--- config.mk ---
export PLATFORM = sky130hd
export DESIGN_NAME = subscript_markup_tokenizer
export DESIGN_NICKNAME = d
export VERILOG_FILES = /design/src/sv/smt_pkg.sv /design/src/sv/smt_ctrl.sv /design/src/sv/smt_dp.sv /design/src/sv/subscript_markup_tokenizer.sv
export SDC_FILE = /design/constraint.sdc
export NUM_CORES = 1
export LEC_CHECK = 0
export BUFFER_PORTS_ARGS = -buffer_cell sky130_fd_sc_hd__buf_2
export CAP_MARGIN = 0
export CORE_ASPECT_RATIO = 1.4
export CORE_MARGIN = 1
export CORE_UTILIZATION = 55
export CTS_BUF_LIST = sky130_fd_sc_hd__clkbuf_8
export DETAILED_ROUTE_END_ITERATION = 7
export GPL_ROUTABILITY_DRIVEN = 0
export PLACE_DENSITY = 0.79
export SYNTH_ARGS = -nofsm -noshare
export SYNTH_HDL_FRONTEND = slang
export SYNTH_SLANG_ARGS = --single-unit
--- constraint.sdc ---
create_clock -name clock -period 4.8 [get_ports clock]
set_input_delay 0 -clock clock [delete_from_list [all_inputs] [get_ports clock]]
set_output_delay 0 -clock clock [all_outputs]
set_load 0.01 [all_outputs]
--- src/sv/smt_pkg.sv ---
// Shared types and constants of the subscript markup tokenizer.
`default_nettype none
package smt_pkg;

   localparam int BYTE_W  = 8;
   localparam int KIND_W  = 3;
   localparam int NEST_W  = 4;
   localparam int SKIP_W  = 8;
   localparam int MODE_W  = 2;
   localparam int DSEL_W  = 2;
   localparam int TDATA_W = 16;

   localparam int MAX_DEPTH_DEF = 10;

   // event kinds
   localparam logic [KIND_W-1:0] EV_CHAR    = 3'd0;
   localparam logic [KIND_W-1:0] EV_DRAW    = 3'd1;
   localparam logic [KIND_W-1:0] EV_SAVE    = 3'd2;
   localparam logic [KIND_W-1:0] EV_RESTORE = 3'd3;
   localparam logic [KIND_W-1:0] EV_SUB     = 3'd4;
   localparam logic [KIND_W-1:0] EV_SUP     = 3'd5;
   localparam logic [KIND_W-1:0] EV_NEWLINE = 3'd6;
   localparam logic [KIND_W-1:0] EV_END     = 3'd7;

   // scan modes
   localparam logic [MODE_W-1:0] MODE_NORMAL = 2'd0;
   localparam logic [MODE_W-1:0] MODE_SUB    = 2'd1;
   localparam logic [MODE_W-1:0] MODE_SUP    = 2'd2;
   localparam logic [MODE_W-1:0] MODE_SKIP   = 2'd3;

   // event depth select
   localparam logic [DSEL_W-1:0] DSEL_NEST = 2'd0;
   localparam logic [DSEL_W-1:0] DSEL_UP   = 2'd1;
   localparam logic [DSEL_W-1:0] DSEL_DOWN = 2'd2;
   localparam logic [DSEL_W-1:0] DSEL_ZERO = 2'd3;

   // markup characters
   localparam logic [BYTE_W-1:0] CH_NUL    = 8'h00;
   localparam logic [BYTE_W-1:0] CH_UNDER  = 8'h5F;
   localparam logic [BYTE_W-1:0] CH_CARET  = 8'h5E;
   localparam logic [BYTE_W-1:0] CH_LBRACE = 8'h7B;
   localparam logic [BYTE_W-1:0] CH_RBRACE = 8'h7D;
   localparam logic [BYTE_W-1:0] CH_NL     = 8'h0A;

   typedef struct packed {
      logic                load;
      logic                emit;
      logic [KIND_W-1:0]   kind;
      logic [DSEL_W-1:0]   dsel;
      logic                pass_byte;
      logic                last;
      logic                set_mode;
      logic [MODE_W-1:0]   mode;
      logic                set_pend;
      logic                clr_pend;
      logic                nest_inc;
      logic                nest_dec;
      logic                skip_inc;
      logic                skip_dec;
      logic                skip_clr;
   } smt_cmd_type;

   typedef struct packed {
      logic                is_zero;
      logic                is_under;
      logic                is_caret;
      logic                is_lbrace;
      logic                is_rbrace;
      logic                is_nl;
      logic [MODE_W-1:0]   mode;
      logic                pending;
      logic                nest_zero;
      logic                at_max;
      logic                skip_zero;
      logic                out_free;
   } smt_stat_type;

endpackage
`default_nettype wire

--- src/sv/smt_ctrl.sv ---
// Event sequencer: walks the events of one request, one per cycle unless the output register stalls.
`default_nettype none
module smt_ctrl (
   input  wire logic                 clock,
   input  wire logic                 reset,
   input  wire logic                 req_tvalid,
   output logic                      req_tready,
   input  wire smt_pkg::smt_stat_type st,
   output smt_pkg::smt_cmd_type      cmd
);
   import smt_pkg::*;

   localparam logic [3:0] S_IDLE    = 4'd0;
   localparam logic [3:0] S_DECODE  = 4'd1;
   localparam logic [3:0] S_UNWIND  = 4'd2;
   localparam logic [3:0] S_CLOSE   = 4'd3;
   localparam logic [3:0] S_NL      = 4'd4;
   localparam logic [3:0] S_SAVE    = 4'd5;
   localparam logic [3:0] S_SCRIPT  = 4'd6;
   localparam logic [3:0] S_INNER   = 4'd7;
   localparam logic [3:0] S_IDRAW   = 4'd8;
   localparam logic [3:0] S_RESTORE = 4'd9;

   logic [3:0]   state_ff;
   logic [3:0]   state_in;
   logic [3:0]   next_st;
   smt_cmd_type  want;

   assign req_tready = (state_ff == S_IDLE);

   always_comb begin
      want    = '0;
      next_st = state_ff;
      unique case (state_ff)
         S_IDLE: begin
            want.load = req_tvalid;
            if (req_tvalid) begin
               next_st = S_DECODE;
            end
         end
         S_DECODE: begin
            next_st = S_IDLE;
            if (st.is_zero) begin
               // end of text: flush, then unwind
               want.emit     = st.pending;
               want.kind     = EV_DRAW;
               want.dsel     = DSEL_NEST;
               want.clr_pend = 1'b1;
               next_st       = S_UNWIND;
            end else if (st.mode == MODE_SKIP) begin
               if (st.is_lbrace) begin
                  want.skip_inc = 1'b1;
               end else if (st.is_rbrace && st.skip_zero) begin
                  want.emit     = 1'b1;
                  want.kind     = EV_RESTORE;
                  want.dsel     = DSEL_DOWN;
                  want.last     = 1'b1;
                  want.nest_dec = 1'b1;
                  want.set_mode = 1'b1;
                  want.mode     = MODE_NORMAL;
                  want.skip_clr = 1'b1;
               end else if (st.is_rbrace) begin
                  want.skip_dec = 1'b1;
               end
            end else if (st.mode == MODE_NORMAL) begin
               if (st.is_under) begin
                  want.set_mode = 1'b1;
                  want.mode     = MODE_SUB;
               end else if (st.is_caret) begin
                  want.set_mode = 1'b1;
                  want.mode     = MODE_SUP;
               end else if (st.is_rbrace && !st.nest_zero) begin
                  want.emit     = 1'b1;
                  want.kind     = EV_DRAW;
                  want.dsel     = DSEL_NEST;
                  want.clr_pend = 1'b1;
                  next_st       = S_CLOSE;
               end else if (st.is_nl) begin
                  want.emit     = st.pending;
                  want.kind     = EV_DRAW;
                  want.dsel     = DSEL_NEST;
                  want.clr_pend = 1'b1;
                  next_st       = S_NL;
               end else begin
                  want.emit      = 1'b1;
                  want.kind      = EV_CHAR;
                  want.dsel      = DSEL_NEST;
                  want.pass_byte = 1'b1;
                  want.last      = 1'b1;
                  want.set_pend  = 1'b1;
               end
            end else begin
               if (st.is_under || st.is_caret) begin
                  // doubled markup: literal
                  want.emit      = 1'b1;
                  want.kind      = EV_CHAR;
                  want.dsel      = DSEL_NEST;
                  want.pass_byte = 1'b1;
                  want.last      = 1'b1;
                  want.set_pend  = 1'b1;
                  want.set_mode  = 1'b1;
                  want.mode      = MODE_NORMAL;
               end else begin
                  want.emit     = st.pending;
                  want.kind     = EV_DRAW;
                  want.dsel     = DSEL_NEST;
                  want.clr_pend = 1'b1;
                  next_st       = S_SAVE;
               end
            end
         end
         S_UNWIND: begin
            want.emit = 1'b1;
            if (!st.nest_zero) begin
               want.kind     = EV_RESTORE;
               want.dsel     = DSEL_DOWN;
               want.nest_dec = 1'b1;
            end else begin
               want.kind     = EV_END;
               want.dsel     = DSEL_ZERO;
               want.last     = 1'b1;
               want.set_mode = 1'b1;
               want.mode     = MODE_NORMAL;
               want.skip_clr = 1'b1;
               want.clr_pend = 1'b1;
               next_st       = S_IDLE;
            end
         end
         S_CLOSE: begin
            want.emit     = 1'b1;
            want.kind     = EV_RESTORE;
            want.dsel     = DSEL_DOWN;
            want.last     = 1'b1;
            want.nest_dec = 1'b1;
            want.set_mode = 1'b1;
            want.mode     = MODE_NORMAL;
            want.skip_clr = 1'b1;
            next_st       = S_IDLE;
         end
         S_NL: begin
            want.emit = 1'b1;
            want.kind = EV_NEWLINE;
            want.dsel = DSEL_NEST;
            want.last = 1'b1;
            next_st   = S_IDLE;
         end
         S_SAVE: begin
            want.emit = 1'b1;
            want.kind = EV_SAVE;
            want.dsel = DSEL_NEST;
            next_st   = S_SCRIPT;
         end
         S_SCRIPT: begin
            want.emit = 1'b1;
            want.kind = (st.mode == MODE_SUB) ? EV_SUB : EV_SUP;
            want.dsel = DSEL_UP;
            if (st.is_lbrace) begin
               want.last     = 1'b1;
               want.nest_inc = 1'b1;
               want.skip_clr = 1'b1;
               want.set_mode = 1'b1;
               want.mode     = st.at_max ? MODE_SKIP : MODE_NORMAL;
               next_st       = S_IDLE;
            end else if (st.at_max) begin
               next_st = S_RESTORE;
            end else begin
               next_st = S_INNER;
            end
         end
         S_INNER: begin
            want.emit = 1'b1;
            want.dsel = DSEL_UP;
            if (st.is_rbrace) begin
               want.kind     = EV_DRAW;
               want.clr_pend = 1'b1;
               next_st       = S_RESTORE;
            end else if (st.is_nl) begin
               want.kind = EV_NEWLINE;
               next_st   = S_IDRAW;
            end else begin
               want.kind      = EV_CHAR;
               want.pass_byte = 1'b1;
               next_st        = S_IDRAW;
            end
         end
         S_IDRAW: begin
            want.emit     = 1'b1;
            want.kind     = EV_DRAW;
            want.dsel     = DSEL_UP;
            want.clr_pend = 1'b1;
            next_st       = S_RESTORE;
         end
         S_RESTORE: begin
            want.emit     = 1'b1;
            want.kind     = EV_RESTORE;
            want.dsel     = DSEL_NEST;
            want.last     = 1'b1;
            want.set_mode = 1'b1;
            want.mode     = MODE_NORMAL;
            next_st       = S_IDLE;
         end
         default: begin
            next_st = S_IDLE;
         end
      endcase

      // hold everything while an event waits on a full, stalled output register
      if (want.emit && !st.out_free) begin
         cmd      = '0;
         state_in = state_ff;
      end else begin
         cmd      = want;
         state_in = next_st;
      end
   end

   always_ff @(posedge clock) begin
      if (reset) begin
         state_ff <= S_IDLE;
      end else begin
         state_ff <= state_in;
      end
   end

endmodule
`default_nettype wire

--- src/sv/smt_dp.sv ---
// Datapath: scan state registers and the result output register.
`default_nettype none
module smt_dp #(
   parameter int MAX_DEPTH = smt_pkg::MAX_DEPTH_DEF
) (
   input  wire logic                        clock,
   input  wire logic                        reset,
   input  wire logic [smt_pkg::BYTE_W-1:0]  req_tdata,
   input  wire smt_pkg::smt_cmd_type        cmd,
   output smt_pkg::smt_stat_type            st,
   output logic                             rsp_tvalid,
   input  wire logic                        rsp_tready,
   output logic [smt_pkg::TDATA_W-1:0]      rsp_tdata,
   output logic [smt_pkg::KIND_W-1:0]       rsp_tuser,
   output logic                             rsp_tlast
);
   import smt_pkg::*;

   logic [BYTE_W-1:0]  byte_ff;
   logic [MODE_W-1:0]  mode_ff;
   logic [NEST_W-1:0]  nest_ff;
   logic [SKIP_W-1:0]  skip_ff;
   logic               pend_ff;
   logic               ovalid_ff;
   logic [KIND_W-1:0]  kind_ff;
   logic [BYTE_W-1:0]  obyte_ff;
   logic [NEST_W-1:0]  depth_ff;
   logic               last_ff;

   logic [NEST_W:0]    nest_p1;
   logic [NEST_W-1:0]  depth_in;

   assign nest_p1 = {1'b0, nest_ff} + {{NEST_W{1'b0}}, 1'b1};

   always_comb begin
      st.is_zero   = (byte_ff == CH_NUL);
      st.is_under  = (byte_ff == CH_UNDER);
      st.is_caret  = (byte_ff == CH_CARET);
      st.is_lbrace = (byte_ff == CH_LBRACE);
      st.is_rbrace = (byte_ff == CH_RBRACE);
      st.is_nl     = (byte_ff == CH_NL);
      st.mode      = mode_ff;
      st.pending   = pend_ff;
      st.nest_zero = (nest_ff == '0);
      st.at_max    = (nest_p1 >= (NEST_W+1)'(MAX_DEPTH));
      st.skip_zero = (skip_ff == '0);
      st.out_free  = !ovalid_ff || rsp_tready;
   end

   always_comb begin
      unique case (cmd.dsel)
         DSEL_NEST: depth_in = nest_ff;
         DSEL_UP:   depth_in = nest_p1[NEST_W-1:0];
         DSEL_DOWN: depth_in = nest_ff - {{(NEST_W-1){1'b0}}, 1'b1};
         DSEL_ZERO: depth_in = '0;
         default:   depth_in = '0;
      endcase
   end

   // scan state
   always_ff @(posedge clock) begin
      if (reset) begin
         mode_ff <= MODE_NORMAL;
         nest_ff <= '0;
         skip_ff <= '0;
         pend_ff <= 1'b0;
      end else begin
         if (cmd.set_mode) begin
            mode_ff <= cmd.mode;
         end
         if (cmd.nest_inc) begin
            nest_ff <= nest_p1[NEST_W-1:0];
         end else if (cmd.nest_dec && (nest_ff != '0)) begin
            nest_ff <= nest_ff - {{(NEST_W-1){1'b0}}, 1'b1};
         end
         if (cmd.skip_clr) begin
            skip_ff <= '0;
         end else if (cmd.skip_inc && (skip_ff != {SKIP_W{1'b1}})) begin
            skip_ff <= skip_ff + {{(SKIP_W-1){1'b0}}, 1'b1};
         end else if (cmd.skip_dec) begin
            skip_ff <= skip_ff - {{(SKIP_W-1){1'b0}}, 1'b1};
         end
         if (cmd.set_pend) begin
            pend_ff <= 1'b1;
         end else if (cmd.clr_pend) begin
            pend_ff <= 1'b0;
         end
      end
   end

   // request byte and result payload
   always_ff @(posedge clock) begin
      if (cmd.load) begin
         byte_ff <= req_tdata;
      end
      if (cmd.emit) begin
         kind_ff  <= cmd.kind;
         obyte_ff <= cmd.pass_byte ? byte_ff : '0;
         depth_ff <= depth_in;
         last_ff  <= cmd.last;
      end
   end

   always_ff @(posedge clock) begin
      if (reset) begin
         ovalid_ff <= 1'b0;
      end else if (cmd.emit) begin
         ovalid_ff <= 1'b1;
      end else if (rsp_tready) begin
         ovalid_ff <= 1'b0;
      end
   end

   assign rsp_tvalid = ovalid_ff;
   assign rsp_tuser  = kind_ff;
   assign rsp_tlast  = last_ff;
   assign rsp_tdata  = {{(TDATA_W-BYTE_W-NEST_W){1'b0}}, depth_ff, obyte_ff};

endmodule
`default_nettype wire

--- src/sv/subscript_markup_tokenizer.sv ---
// Top level of the subscript markup tokenizer.
`default_nettype none
// Turns a stream of text bytes into layout events for sub/superscript
// markup. Each request carries one byte on req_tdata; a zero byte ends the
// text, unwinds every open level, sends an end event and returns the block
// to its reset state. Each byte yields zero or more events on the rsp side,
// the final one of the byte flagged by rsp_tlast; a byte that yields nothing
// produces no response at all. The sequencer takes a byte, decodes it in
// the next cycle and then, unless rsp stalls, sends one event per cycle
// into the single output register. The output register lets a new byte be
// taken while the last event of the previous one still waits;
// back-pressure on rsp stalls the sequencer. Bytes that would sit at
// nest level MAX_DEPTH are dropped while braces are counted.
module subscript_markup_tokenizer #(
   parameter int MAX_DEPTH = smt_pkg::MAX_DEPTH_DEF
) (
   input  wire logic                        clock,
   input  wire logic                        reset,
   // tdata: [7:0] text_byte
   input  wire logic                        req_tvalid,
   output logic                             req_tready,
   input  wire logic [smt_pkg::BYTE_W-1:0]  req_tdata,
   output logic                             rsp_tvalid,
   input  wire logic                        rsp_tready,
   // tdata: [7:0] out_byte, [11:8] nest_depth, [15:12] zero
   output logic [smt_pkg::TDATA_W-1:0]      rsp_tdata,
   // tuser: [2:0] event_kind
   output logic [smt_pkg::KIND_W-1:0]       rsp_tuser,
   // tlast: last_of_run
   output logic                             rsp_tlast
);
   import smt_pkg::*;

   smt_cmd_type  cmd;
   smt_stat_type st;

   smt_ctrl u_ctrl (
      .clock      (clock),
      .reset      (reset),
      .req_tvalid (req_tvalid),
      .req_tready (req_tready),
      .st         (st),
      .cmd        (cmd)
   );

   smt_dp #(
      .MAX_DEPTH (MAX_DEPTH)
   ) u_dp (
      .clock      (clock),
      .reset      (reset),
      .req_tdata  (req_tdata),
      .cmd        (cmd),
      .st         (st),
      .rsp_tvalid (rsp_tvalid),
      .rsp_tready (rsp_tready),
      .rsp_tdata  (rsp_tdata),
      .rsp_tuser  (rsp_tuser),
      .rsp_tlast  (rsp_tlast)
   );

endmodule
`default_nettype wire

==> flow_metrics.env <==
export IMPL_num_vias=2746
export IMPL_power_density_nw_per_um2=413.5
export IMPL_final_instance_count_excl_fill=431
export IMPL_worstMarginPinSlew_ps=815.4
export IMPL_area_delta_synth_final_pct=11.62
export IMPL_yosys_warnings=0
export IMPL_pwr_share_clk_pct=17.1
export IMPL_wire_per_inst_microns=17.57
export IMPL_synth_compound_area_share_pct=22.47
export IMPL_cp_data_arrival_time_ps=3550
export IMPL_crit_required_ps=4860
export IMPL_crit_fanout=21
export IMPL_synth_top_family_by_area="simple AND/OR/NAND/NOR gates"
export IMPL_drtAntennaViolNets=0
export IMPL_outcome="complete, no violations"
export IMPL_slew_viol_final=0
export IMPL_synth_xor_area_share_pct=2.383
export IMPL_min_period_over_period_pct=72.72
export IMPL_dpl_hpwl_mm=5.421
export IMPL_path_class="flip-flop to flip-flop"
export IMPL_drt_iter0_markers=227
export IMPL_synthArstFlopShare_pct=0
export IMPL_antenna_found_initial=0
export IMPL_portBuffers=29
export IMPL_start_util_pct=57.00
export IMPL_cp_start_kind="flip-flop"
export IMPL_grtUsageTotal_pct=29.13
export IMPL_clockBufferDepth=2
export IMPL_use_met1_pct=32.20
export IMPL_die_area_sq_um=5647
export IMPL_hold_class="primary input to flip-flop"
export IMPL_use_met3_pct=4.639
export IMPL_cap_violations=0
export IMPL_fin_area_sq_um=3282
export IMPL_grt_max_degree=22
export IMPL_synthSimpleGateAreaFrac_pct=24.34
export IMPL_p_sw_share_pct=38.55
export IMPL_synth_seq_cells=44
export IMPL_preCtsSetupSlack_ps=1380
export IMPL_numPlacedInstances=415
export IMPL_clkTransAtPathRegs_ps=80
export IMPL_cts_sinks=44
export IMPL_synth_flop_cell="edfxtp_1"
export IMPL_syn_area_sq_um=2940
export IMPL_critPathCaptureType="flip-flop"
export IMPL_setup_tns_ps=0
export IMPL_final_nets=387
export IMPL_root_buffer="clkbuf_8"
export IMPL_worst_clock_skew_ps=8.325
export IMPL_final_util_pct=63.62
export IMPL_drive_above_1_share_pct=13.97
export IMPL_rows=31
export IMPL_io_pins=34
export IMPL_setup_ws_ps=1310
export IMPL_max_freq_ghz=0.2865
export IMPL_busiest_layer="met2"
export IMPL_antenna_cells=0
export IMPL_leakagePower_nw=1.234
export IMPL_synth_distinct_cells=63
export IMPL_grt_pass1_wl_mm=12.65
export IMPL_totalWireLength_mm=7.573
export IMPL_syn_inst=331
export IMPL_globalRouteOverflowTotal=0
export IMPL_dpl_cell_area_sq_um=3117
export IMPL_grt_setup_unrepaired="no"
export IMPL_finalPower_mw=1.357
export IMPL_seq_power_share_pct=44.4
export IMPL_die_h_microns=88.51
export IMPL_pwr_share_comb_pct=38.5
export IMPL_whs_ps=14.11
export IMPL_finalCriticalPeriod_ps=3490
export IMPL_ys_seq_area_share_pct=38.13
export IMPL_dr_pass1_iters=5
export IMPL_cts_buffers=5
export IMPL_grt_pass1_vias=2697
export IMPL_fp_dieW_microns=63.80
export IMPL_ctsHtreeMaxLevel=2
export IMPL_core_sq_um=5159
export IMPL_vias_per_cell=6.371
export IMPL_synthAdderAreaFrac_pct=4.936
export IMPL_p_int_uw=833.9
export IMPL_finalHoldViolCount=0
export IMPL_cts_tree="built"
export IMPL_synth_edf_count=24
export IMPL_synth_area_mux_share_pct=3.447
export IMPL_grt_met2_usage_pct=53.48
export IMPL_insertion_delay_ps=310
export IMPL_drc_errors=0
export IMPL_p_switching_uw=523.2
export IMPL_synth_area_per_cell_sq_um=8.883
export IMPL_vdd_drop_max_mv=0.2747
export IMPL_relSlewSlack_pct=45.22
export IMPL_setup_viol=0
[kinds of logic (layout without fill, tap and decap cells)]
group / Yosys count / after routing
simple gates: 133 / 133
compound gates: 97 / 97
flops: 44 / 44
buf+inv: 27 / 58
fa+ha+maj: 11 / 11
mux: 10 / 10
xor+xnor: 8 / 8
other cells: 1 / 4
[state kept, by name (all words and copies together), names as in the netlist]
| signal | count |
|---|---|
| u_dp.byte_ff | 8 |
| u_dp.obyte_ff | 8 |
| u_dp.skip_ff | 8 |
| u_ctrl.state_ff | 4 |
| u_dp.depth_ff | 4 |
| u_dp.nest_ff | 4 |
| u_dp.rsp_tuser | 3 |
| u_dp.mode_ff | 2 |
| u_dp.pend_ff | 1 |
| u_dp.rsp_tlast | 1 |
| u_dp.rsp_tvalid | 1 |
[power by group through the flow]
stage	Sequential, mW	Combinational, mW	Clock [mW]
6_report	0.603	0.522	0.232
2_1_floorplan	0.617	0.333	0
4_1_cts	0.601	0.516	0.236
3_5_place_dp	0.609	0.509	0
3_3_place_gp	0.604	0.496	0
5_1_grt	0.617	0.570	0.251
[path summary, 6_finish.rpt]
kind / to / cells past startpoint / start / slack (ps)
hold / removal: u_dp.nest_ff[2] / 2 / reset / 10
setup reg to reg: u_dp.obyte_ff[2] / 6 / u_dp.byte_ff[0] / 1310
setup / recovery: u_dp.obyte_ff[2] / 6 / u_dp.byte_ff[0] / 1310
hold reg to reg: u_dp.skip_ff[7] / 2 / u_dp.skip_ff[7] / 510
[layout by cell type (no fill, tap or decap), types with 10 or more instances in the layout]
cell type  count
edfxtp_1      24
o21ai_0       16
a21oi_1       32
buf_2         29
nor2_1        32
inv_1         11
dfxtp_1       20
nor3_1        12
and2_1        11
ha_1          10
nand3_1       13
nand2_1       18
[synthesized netlist by cell type, drive strengths merged (3+ instances only)]
| cell | n | area share, % |
|---|---|---|
| a21oi | 33 | 5.7 |
| nor2 | 32 | 4.1 |
| edfxtp | 24 | 25 |
| dfxtp | 20 | 14 |
| nand2 | 18 | 2.3 |
| o21ai | 18 | 3.1 |
| nand3 | 13 | 2.2 |
| nor3 | 12 | 2.0 |
| and2 | 11 | 2.3 |
| ha | 10 | 4.3 |
| inv | 10 | 1.3 |
| buf | 9 | 1.9 |
| mux2i | 9 | 3.1 |
| clkbuf | 8 | 1.0 |
| xnor2 | 7 | 2.1 |
| nand4 | 6 | 1.3 |
| nor2b | 6 | 1.3 |
| nor4 | 6 | 1.3 |
| or3 | 6 | 1.3 |
| o21a | 5 | 1.3 |
| o22ai | 5 | 1.1 |
| o211ai | 4 | 1.0 |
| o31ai | 4 | 1.0 |
| o22a | 3 | 0.89 |
| or2 | 3 | 0.64 |
[final cells by class]
cell class	instances	area, sq um
clock buffers	5	68.82
clock inverters	3	16.27
fillers	453	1877
inverters	10	37.54
multi-input cells	263	1708
flip-flops and latches	44	1121
well taps	66	82.58
repair buffers	40	247.7
[repair_timing]
| item | in CTS | in global routing |
|---|---|---|
| buffers inserted | 0 | 0 |
| hold buffers | 8 | 0 |
| setup endpoints to repair | 0 | 0 |
| gates resized for setup | 0 | 0 |
| endpoints found under the hold margin | 8 | 0 |
[metal layers]
layer | share of wire [%] | wire length, microns
met2 | 52 | 3943
met1 | 39 | 2946
met4 | 3.7 | 277
met5 | 0 | 0
met3 | 5.4 | 406
[worst max-delay path, cell delays in order (launching register included)]
cell	delay [ps]
edfxtp_1	500
nor4_1	620
nand2_1	270
a222oi_1	610
o31a_1	720
a21oi_1	270
and2_1	250
Power figures use the tool's default switching activity.
